==> config.mk <==
export PLATFORM = sky130hd
export DESIGN_NAME = prp_ram
export DESIGN_NICKNAME = d
export VERILOG_FILES = /design/src/rtl/core/prp_ram.sv
export SDC_FILE = /design/constraint.sdc
export NUM_CORES = 1
export LEC_CHECK = 0
export ABC_AREA = 0
export BUFFER_PORTS_ARGS = -buffer_cell sky130_fd_sc_hd__buf_2
export CAP_MARGIN = 25
export CORE_ASPECT_RATIO = 1.4
export CORE_MARGIN = 2
export CORE_UTILIZATION = 57
export CTS_BUF_LIST = sky130_fd_sc_hd__clkbuf_4 sky130_fd_sc_hd__clkbuf_8
export DETAILED_ROUTE_END_ITERATION = 6
export PLACE_DENSITY = 0.79
export SYNTH_ARGS = -nofsm -noshare
export SYNTH_HDL_FRONTEND = slang
export SYNTH_SLANG_ARGS = --single-unit
==> constraint.sdc <==
create_clock -name clock -period 2.2 [get_ports clock]
set_input_delay 0.11 -clock clock [delete_from_list [all_inputs] [get_ports clock]]
set_output_delay 0.11 -clock clock [all_outputs]
set_load 0.1 [all_outputs]
==> src/rtl/core/prp_ram.sv <==
// ---------------------------------------------------------------------------
// prp_ram: generic single-write, single-read RAM
// One write port and one read port; read data is registered and holds
// until the next read.
// ---------------------------------------------------------------------------
module prp_ram #(
   parameter int WIDTH = 8,
   parameter int DEPTH = 16
) (
   input  logic                     clock,
   input  logic                     wr_en,
   input  logic [$clog2(DEPTH)-1:0] wr_addr,
   input  logic [WIDTH-1:0]         wr_data,
   input  logic                     rd_en,
   input  logic [$clog2(DEPTH)-1:0] rd_addr,
   output logic [WIDTH-1:0]         rd_data
);

   logic [WIDTH-1:0] mem_ff [DEPTH];
   logic [WIDTH-1:0] rd_data_ff;

   always_ff @(posedge clock) begin
      if (wr_en) begin
         mem_ff[wr_addr] <= wr_data;
      end
      if (rd_en) begin
         rd_data_ff <= mem_ff[rd_addr];
      end
   end

   assign rd_data = rd_data_ff;

endmodule
==> results by group, run 1 <==
Run status
  – Run status: finished, final reports clean

Place
  – Cells after DPL: between 300 and 400
  – Instance area after placement: approximately 5600 sq um
  – Placer's final routability congestion estimate: ~0.73
  – Placed wire-length estimate: ~6.1 mm
  – Port Buffers: 26

Worst hold path
  – HP Class: in2reg
  – Startpoint of the tightest hold check path: wr_data[2]
  – WHS Endpoint: mem_ff[5][2]
  – Hold Path Depth: 1

Final layout
  – Post-layout nets: between 300 and 400
  – Share of cells above drive strength 1: between 30% and 40%
  – Number of diodes added for antenna fixing: 0
  – Area growth from synthesis to final layout: 16.4%
  – Utilization after layout: between 60 and 70%
  – Leading cell type in the layout, fill and taps excluded: edfxtp_1
  – Number of standard cells in the final layout excluding fillers: between 400 and 500
  – Post-route cell area: ~6100 sq um
  – Commonest non-fill, non-tap cells in the layout: edfxtp_1, buf_2, mux4_2, buf_4, clkbuf_8

Logic synthesis
  – Portion of the post-synthesis area used by sequential elements: between 70 and 80%
  – Top cell type by total area after synthesis: edfxtp_1
  – Cells taking the most area after synthesis: edfxtp_1, mux4_2, mux4_1, a22oi_1, nor2_1
  – Register bit count reported by yosys: around 140
  – Number of warning messages in the yosys log: 0
  – Post-synth top area share: a little under 80%
  – Avg Inst Size Synth: about 23 sq um
  – Synthesized instance count: about 230
  – Number of library cell types mapped by synthesis: 18
  – Synthesized Nets: ~250
  – Synth Cell Area: about 5200 sq um

Critical path
  – CP max FO: 1
  – Worst path required time: approximately 2.4 ns
  – Reg2reg start: mem_ff[1][2]
  – Critical Setup Path Class: reg2reg
  – Slowest CP cell: mux4_1
  – Worst Setup End Kind: flop
  – Maximum single-stage delay on the critical path: between 0.5 and 0.6 ns
  – CP Cell Sequence: mux4_1 -> a22oi_1 -> nand2_1
  – Kind of start point of the critical path: flop
  – CP Data Arrival Time: roughly 1.7 ns
  – Depth of the worst register-to-register path: 3
  – Capture instance of the worst register-to-register path: rd_data[2]
  – Flop-to-flop setup slack: about 0.70 ns
  – Cell type group with the largest total delay on the critical path: multiplexers
  – Buf+Inv Stages, Crit Path: 0

Timing
  – Final worst path period share: between 60% and 70%
  – Worst slew slack as a fraction of its limit: between 40% and 50%
  – Final-report max-slew violation count: 0
  – Number of failing hold endpoints at the final stage: 0
  – Worst Tran Pin Value: roughly 0.78 ns
  – Minimum clock period: ~1.5 ns
  – Highest clock frequency the design can meet: between 0.6 and 0.7 GHz
  – Count of final setup violators: 0
  – Setup repair after global routing missed its margin: no
  – Final-layout setup total negative slack: 0 ns
  – Final clock skew: around 0.0077 ns

GRT
  – Antenna violations before repair: 0
  – Pin count of the biggest net entering global routing: 33
  – Vias in the first global route: roughly 2,600
  – First-pass GRT wire length: between 10 and 15 mm
  – Overflow after GRT: 0
  – Aggregate global-route resource usage: 21.1%

Floorplan
  – Die area: between 9000 and 10,000 sq um
  – DIE WIDTH: 84.9 microns
  – Num ports: 27
  – Core area: about 9000 sq um
  – Initial core utilization: 58.2%
  – Die Height: between 100 and 150 microns
  – Number of cell rows: between 40 and 50

Run
  – Maximum capacitance violations: 0

CTS
  – CTS buffer count: 17
  – Root cell of the clock tree: clkbuf_8
  – Count of cells resized by post-cts repair: 0
  – Clock Sinks: ~140
  – Post-CTS clock slew at the launch and capture registers of the worst setup and hold paths: roughly 0.070 ns
  – Number of buffers inserted by hold repair at cts: 1
  – Longest Clk Path Bufs: 2
  – Clock latency of the later-clocked register in the worst-skew pair: 0.43 ns
  – TritonCTS clock tree: built
  – Level count of the clock H-tree: 4
  – Number of buffers inserted to repair setup after CTS: 0

Drt
  – First-iteration detailed-routing DRC count: approximately 230
  – Vias per Instance: 6.20
  – Routed wire per std cell: between 20 and 25 microns
  – Number of iterations in the first detailed-routing pass: 4
  – Number of antenna-violating nets in the routed design: 0
  – Routed WL: roughly 9.5 mm
  – Total number of vias: 2,509
  – Post-route DRC violation count: 0

Power and ir drop
  – Leak Pwr: around 0.0021 uW
  – Power per unit of standard cell area: roughly 950 nW/um^2
  – Overall power after layout: about 5800 uW
  – VDD IR-drop max: 0.668 mV
## state kept, by name (all words and copies together), names as in the netlist
| signal | cells |
|---|---|
| mem_ff | 128 |
| rd_data | 8 |
## cell type report
cell class	instances	area (sq um)
flip-flops and latches	136	4080
fillers	523	2890
well taps	107	134
clock buffers	18	241
multi-input cells	83	1060
clock inverters	14	253
repair buffers	47	315
## Yosys cell counts (all sizes together)
library cell and instances:
edfxtp 136, mux4 32, a22oi 16, nor2 13, nand2 9, buf 7, nor3 4, clkdlybuf4s25 3
nand2b 2, nand3b 2, and2 1, and2b 1, nand3 1, nor2b 1, or3b 1
## logic make-up (layout without fill, tap and decap cells)
logic type	count (synthesis)	after routing	share of synthesized area, %
buf+inv	10	79	1.65
flops	136	136	78.1
simple gates	35	35	3.14
mux	32	32	14.8
compound gates	16	16	2.30
## routing by layer
layer | vias up | track usage [%] | routed length, microns
met2 | 108 | 32.9 | 5010
met1 | 1287 | 25.5 | 3620
met3 | 21 | 7.11 | 594
li1 | 1093 | - | -
met5 | - | 0 | 0
met4 | 0 | 12.4 | 288
## power by group
part	switching [uW]	internal, uW	total, uW
clock network	899	1580	2480
logic	239	115	353
registers	13.6	2920	2930
## worst max path at each step
| stage | start | to | slack, ns | cells after the start |
|---|---|---|---|---|
| 5_1_grt | mem_ff[5][1] | rd_data[1] | 0.65 | 3 |
| 2_1_floorplan | wr_addr[2] | mem_ff[0][0] | 0.60 | 2 |
| 4_1_cts | mem_ff[1][2] | rd_data[2] | 0.70 | 3 |
| 6_report | mem_ff[1][2] | rd_data[2] | 0.70 | 3 |
| 3_5_place_dp | rd_addr[0] | rd_data[0] | 0.53 | 5 |
| 3_3_place_gp | rd_addr[0] | rd_data[0] | 0.51 | 5 |
## metrics by stage
stage / worst slack [ns] / hold slack (ns)
CTS: 0.699 / 0.0260
detailed placement: 0.531 / 0.461
floorplan: 0.597 / 0.209
global route: 0.652 / 0.0472
global placement: 0.512 / 0.464
finish: 0.698 / 0.0438
Note: power is estimated with default switching activity, not from simulation.
==> inputs of run 2 (changes only) <==
PLACE_DENSITY = 0.82   (was 0.79)
clock period = 1.2 ns   (was 2.2 ns; I/O delays follow)
==> results by group, run 2 (synthesis results as in run 1) <==
Final layout
  – Number of diodes added for antenna fixing: 0 (unchanged)
  – Area growth from synthesis to final layout: 16.9%
  – Leading cell type in the layout, fill and taps excluded: edfxtp_1
  – Total of fill cells in the finished design: 525 (+0.38%)
  – Commonest non-fill, non-tap cells in the layout: edfxtp_1, buf_4, mux4_2
  – Share of cells above drive strength 1: 39.7% (+7.2 points)
  – Total area of multi-input combinational cells: 1030 sq um (-2.1%)
  – Post-layout nets: 323 (+6.3%)
  – Most flop-heavy register: mem_ff
  – Flip-flop count of the largest register after layout: 128 (unchanged)
  – Area occupied by registers: 4080 sq um (unchanged)

Critical path
  – Flop-to-flop setup slack: -0.28 ns (-0.98 ns)
  – Critical Setup Path Class: reg2reg
  – Depth of the worst register-to-register path: 3 (unchanged)
  – Worst path required time: 1.38 ns (-1.00 ns)
  – Slowest CP cell: mux4_2
  – Reg2reg start: mem_ff[3][7]
  – CP Data Arrival Time: 1.67 ns (about the same)
  – CP Cell Sequence: mux4_2 -> a22oi_1 -> nand2_1
  – Worst Setup End Kind: flop
  – Capture instance of the worst register-to-register path: rd_data[7]
  – CP max FO: 1 (unchanged)
  – Maximum single-stage delay on the critical path: 0.48 ns (-0.04 ns)
  – Kind of start point of the critical path: flop

Run
  – Maximum capacitance violations: 0 (unchanged)

CTS
  – Post-CTS clock slew at the launch and capture registers of the worst setup and hold paths: 0.07 ns (about the same)
  – Clock Sinks: 136 (unchanged)
  – TritonCTS clock tree: built
  – Level count of the clock H-tree: 4 (unchanged)
  – CTS buffer count: 17 (unchanged)
  – Root cell of the clock tree: clkbuf_8
  – Clock latency of the later-clocked register in the worst-skew pair: 0.43 ns (about the same)
  – Longest Clk Path Bufs: 2 (unchanged)

Power and ir drop
  – VDD IR-drop max: 0.863 mV (+29%)
  – Power per unit of standard cell area: 1560 nW/um^2 (+64%)
  – Leak Pwr: 0.00206 uW (-0.46%)
  – Overall power after layout: 9510 uW (+65%)

Timing
  – Final clock skew: 0.00487 ns (-0.00285 ns)
  – Worst Slack Setup Final: -0.285 ns (-0.983 ns)
  – Final-report max-slew violation count: 0 (unchanged)
  – Worst Tran Pin Value: 0.826 ns (+0.0463 ns)
  – Setup repair after global routing missed its margin: yes
  – Minimum clock period: 1.48 ns (-0.0173 ns)
  – Count of final setup violators: 8 (+8)
  – Final worst path period share: 124% (+55 points)
  – Highest clock frequency the design can meet: 0.674 GHz (+1.2%)
  – Worst slew slack as a fraction of its limit: 44.7% (-3.2 points)
  – Number of failing hold endpoints at the final stage: 0 (unchanged)

Drt
  – Vias per Instance: 6.02 (-2.8%)
  – Number of antenna-violating nets in the routed design: 0 (unchanged)
  – First-iteration detailed-routing DRC count: 232 (+1.3%)
  – Post-route DRC violation count: 0 (unchanged)
  – Routed WL: 9.77 mm (+2.7%)
  – Routed wire per std cell: 23.0 microns (-1.9%)
  – Number of iterations in the first detailed-routing pass: 4 (unchanged)
  – Total number of vias: 2,554 (+1.8%)

Place
  – Placed wire-length estimate: 6.71 mm (+11%)
  – Port Buffers: 26 (unchanged)
  – Placer's final routability congestion estimate: 0.812 (+11%)
  – Worst Setup Slack post-DPL: -0.374 ns (-0.906 ns)

GRT
  – Aggregate global-route resource usage: 21.4% (+0.26 points)
  – First-pass GRT wire length: 15.2 mm (+3.8%)
  – Vias in the first global route: 2,801 (+5.9%)
  – Antenna violations before repair: 0 (unchanged)
  – Overflow after GRT: 0 (unchanged)
  – Pin count of the biggest net entering global routing: 17 (-48%)

Floorplan
  – Num ports: 27 (unchanged)
  – Number of cell rows: 41 (unchanged)
  – Die Height: 117 microns (unchanged)
  – Initial core utilization: 58.2% (unchanged)
  – Core area: 8980 sq um (unchanged)
  – DIE WIDTH: 84.9 microns (unchanged)
  – Die area: 9960 sq um (unchanged)

Worst hold path
  – HP Class: in2reg
  – WHS Endpoint: mem_ff[3][7]
  – Hold Path Depth: 1 (unchanged)
  – Startpoint of the tightest hold check path: wr_data[7]

Run status
  – Failing checks: negative setup slack
  – Run status: finished with violations
==> run 2: cell count changes in the layout (fill, tap and decap cells not counted), moves of 5 or more <==
cell	before	now
bufinv_16	7	2
buf_4	18	38
mux4_2	18	32
mux4_1	14	0
dlygate4sd3_1	1	8
buf_2	26	18
==> run 2: layout make-up <==
cell class | instances | share of cell area [%]
clock buffer | 20 | 4.20
tap | 107 | 2.19
multi-input combinational | 83 | 16.9
timing repair buffer | 66 | 8.10
clock inverter | 12 | 1.78
sequential | 136 | 66.8
==> run 2: worst max-delay path by stage <==
| stage | start | endpoint | slack, ns | cells past startpoint |
|---|---|---|---|---|
| finish | mem_ff[3][7] | rd_data[7] | -0.28 | 3 |
| floorplan | wr_addr[2] | mem_ff[3][0] | -0.13 | 2 |
| global placement | rd_addr[0] | rd_data[7] | -0.34 | 5 |
| global route | mem_ff[0][6] | rd_data[6] | -0.31 | 3 |
| detailed placement | rd_addr[0] | rd_data[6] | -0.37 | 5 |
| CTS | mem_ff[0][6] | rd_data[6] | -0.29 | 3 |
==> run 2: through the flow <==
| stage | utilization (%) | cell area, sq um | setup TNS (ns) | std cells | hold slack [ns] |
|---|---|---|---|---|---|
| after CTS | 68.0 | 6100 | -1.87 | 424 | 0.00488 |
| after detailed placement | 62.8 | 5640 | -7.08 | 384 | 0.429 |
| final | 68.1 | 6110 | -1.80 | 424 | 0.0298 |
| after global routing | 68.1 | 6110 | -2.11 | 424 | 0.0255 |
| after global placement | 62.8 | 5640 | -5.53 | 384 | 0.425 |
| after floorplan | - | 5220 | -4.43 | 229 | 0.159 |
==> run 2: per-layer routing <==
| metal | global-route usage (%) | wire length (microns) |
|---|---|---|
| met5 | 0 | 0 |
| met4 | 10.4 | 272 |
| met3 | 5.98 | 549 |
| met2 | 37.0 | 5380 |
| met1 | 24.1 | 3560 |
==> run 2: report_power, final <==
part	leakage, uW	switching [uW]	internal (uW)	total [uW]
registers	0.00124	32.2	5350	5380
logic	0.000633	456	275	731
clock network	0.000193	1530	1860	3400
total	0.00206	2020	7490	9510
==> run 2: timing repair <==
item	CTS	global route
setup buffers	0	0
resized for setup	8	2
pin swaps	0	1
hold buffers	8	0
hold endpoints to repair	114	0
endpoints found under the setup margin	15	8
==> run 2: critical path: cells and delay by family (launching register included) <==
kind | cells | cell delay, ns
and+or+nand+nor | 1 | 0.09
muxes | 1 | 0.48
AOI/OAI and AO/OA | 1 | 0.26
DFF | 1 | 0.39
==> inputs of run 3 (changes only) <==
PLACE_DENSITY = 0.79   (was 0.82)
clock period = 1.6 ns   (was 1.2 ns; I/O delays follow)
==> results by group, run 3 (synthesis results as in run 1) <==
Floorplan
  – Die area: 9960 sq um (unchanged)
  – Core area: 8980 sq um (unchanged)
  – Num ports: 27 (unchanged)
  – DIE WIDTH: 84.9 microns (unchanged)
  – Die Height: 117 microns (unchanged)
  – Initial core utilization: 58.2% (unchanged)
  – Number of cell rows: 41 (unchanged)

Critical path
  – Worst Setup End Kind: flop
  – CP Data Arrival Time: 1.70 ns (+0.03 ns)
  – Flop-to-flop setup slack: 0.07 ns (+0.36 ns)
  – Kind of start point of the critical path: flop
  – Slowest CP cell: mux4_1
  – Critical Setup Path Class: reg2reg
  – CP Cell Sequence: mux4_1 -> a22oi_1 -> nand2_1
  – Worst path required time: 1.77 ns (+0.39 ns)
  – Maximum single-stage delay on the critical path: 0.50 ns (+0.02 ns)
  – CP max FO: 1 (unchanged)

Power and ir drop
  – VDD IR-drop max: 0.769 mV (-11%)
  – Leak Pwr: 0.00207 uW (+0.18%)
  – Power per unit of standard cell area: 1200 nW/um^2 (-23%)

Final layout
  – Number of standard cells in the final layout excluding fillers: 414 (-2.4%)
  – Most flop-heavy register: mem_ff
  – Commonest non-fill, non-tap cells in the layout: edfxtp_1, buf_2, buf_4
  – Share of cells above drive strength 1: 33.9% (-5.9 points)
  – Flip-flop count of the largest register after layout: 128 (unchanged)
  – Total of fill cells in the finished design: 525 (unchanged)
  – Utilization after layout: 67.6% (-0.49 points)
  – Number of diodes added for antenna fixing: 0 (unchanged)
  – Area growth from synthesis to final layout: 16.1%
  – Post-layout nets: 313 (-3.1%)
  – Leading cell type in the layout, fill and taps excluded: edfxtp_1

Drt
  – Routed wire per std cell: 22.9 microns (-0.57%)
  – Total number of vias: 2,539 (-0.59%)
  – Vias per Instance: 6.13 (+1.8%)
  – First-iteration detailed-routing DRC count: 206 (-11%)
  – Number of antenna-violating nets in the routed design: 0 (unchanged)
  – Number of iterations in the first detailed-routing pass: 4 (unchanged)
  – Post-route DRC violation count: 0 (unchanged)
  – Routed WL: 9.48 mm (-2.9%)

Place
  – Cells after DPL: 381 (-0.78%)
  – Placer's final routability congestion estimate: 0.811 (-0.20%)
  – Port Buffers: 26 (unchanged)
  – Placed wire-length estimate: 6.30 mm (-6.2%)

GRT
  – Aggregate global-route resource usage: 21.1% (-0.23 points)
  – Vias in the first global route: 2,658 (-5.1%)
  – Antenna violations before repair: 0 (unchanged)
  – First-pass GRT wire length: 15.0 mm (-1.1%)
  – Pin count of the biggest net entering global routing: 20 (+3)
  – Overflow after GRT: 0 (unchanged)

Timing
  – Final-layout setup total negative slack: 0 ns (+1.80 ns)
  – Final-report max-slew violation count: 0 (unchanged)
  – Worst slew slack as a fraction of its limit: 67.3% (+23 points)
  – Count of final setup violators: 0 (-8)
  – Worst Tran Pin Value: 0.494 ns (-0.332 ns)
  – Minimum clock period: 1.53 ns (+0.0417 ns)
  – Number of failing hold endpoints at the final stage: 0 (unchanged)
  – Highest clock frequency the design can meet: 0.655 GHz (-2.7%)
  – Final worst path period share: 95.4% (-28 points)
  – Final clock skew: 0.00880 ns (+0.00393 ns)
  – Setup repair after global routing missed its margin: no

CTS
  – Clock latency of the later-clocked register in the worst-skew pair: 0.43 ns (about the same)
  – Clock Sinks: 136 (unchanged)
  – Longest Clk Path Bufs: 2 (unchanged)
  – Post-CTS clock slew at the launch and capture registers of the worst setup and hold paths: 0.07 ns (about the same)
  – TritonCTS clock tree: built
  – CTS buffer count: 17 (unchanged)
  – Level count of the clock H-tree: 4 (unchanged)
  – Root cell of the clock tree: clkbuf_8

Worst hold path
  – HP Class: in2reg

Run status
  – Run status: finished, final reports clean

Run
  – Maximum capacitance violations: 0 (unchanged)
==> run 3: cell count changes in the layout (fill, tap and decap cells not counted), moves of 3 or more <==
| cell | delta |
|---|---|
| mux4_1 | +14 |
| clkinvlp_4 | +5 |
| buf_4 | -12 |
| buf_2 | +8 |
| mux4_2 | -14 |
| clkinv_2 | -3 |
| a22oi_2 | -3 |
| nor3_2 | -3 |
| dlygate4sd3_1 | -7 |
| a22oi_1 | +3 |
| nor3_1 | +3 |
==> run 3: path summary, 6_finish.rpt <==
kind              cells past startpoint          start      endpoint
setup / recovery                      3   mem_ff[1][3]    rd_data[3]
hold reg to reg                       3  mem_ff[12][0]    rd_data[0]
setup reg to reg                      3   mem_ff[1][3]    rd_data[3]
hold / removal                        1     wr_data[2]  mem_ff[0][2]
==> run 3: repair_timing <==
item,in CTS,in global routing
hold endpoints to repair,7,0
setup buffers,0,0
resized for setup,0,0
setup endpoints to repair,0,0
hold buffers,1,0
==> run 3: metrics by stage <==
stage               total power, uW  setup WS (ns)  cell area, sq um  hold slack (ns)
finish                         7270         0.0738              6070           0.0286
global route                   7470         0.0156              6070           0.0203
global placement               4600        0.00838              5660            0.453
CTS                            7320         0.0899              6070         0.000117
detailed placement             4610        -0.0389              5660            0.461
floorplan                      4430         0.0271              5230            0.179
==> run 3: power by group <==
part	switching, uW	internal, uW	total (uW)	leakage [uW]
registers	19.8	4010	4030	0.00124
clock network	1200	1530	2740	0.000185
logic	331	171	502	0.000644
==> run 3: critical path: cells and delay by family (launching register included) <==
| kind | cells | cell delay [ns] |
|---|---|---|
| AOI/OAI and AO/OA | 1 | 0.27 |
| DFF | 1 | 0.35 |
| muxes | 1 | 0.50 |
| and+or+nand+nor | 1 | 0.14 |
==> run 3: routing by layer <==
metal	track usage (%)	part of all wire (%)	vias to the layer above
li1	-	-	1111
met1	27.3	40	1291
met2	33.5	51	117
met3	5.00	6.2	20
met4	11.0	3.0	0
met5	0	0	-
==> run 3: cell type report <==
| cell class | count | area, sq um | share of cell area (%) |
|---|---|---|---|
| Tap cell | 107 | 134 | 2.21 |
| Multi-Input combinational cell | 83 | 1060 | 17.4 |
| Timing Repair Buffer | 56 | 395 | 6.51 |
| Clock inverter | 14 | 158 | 2.60 |
| Clock buffer | 18 | 241 | 3.98 |
| Sequential cell | 136 | 4080 | 67.3 |
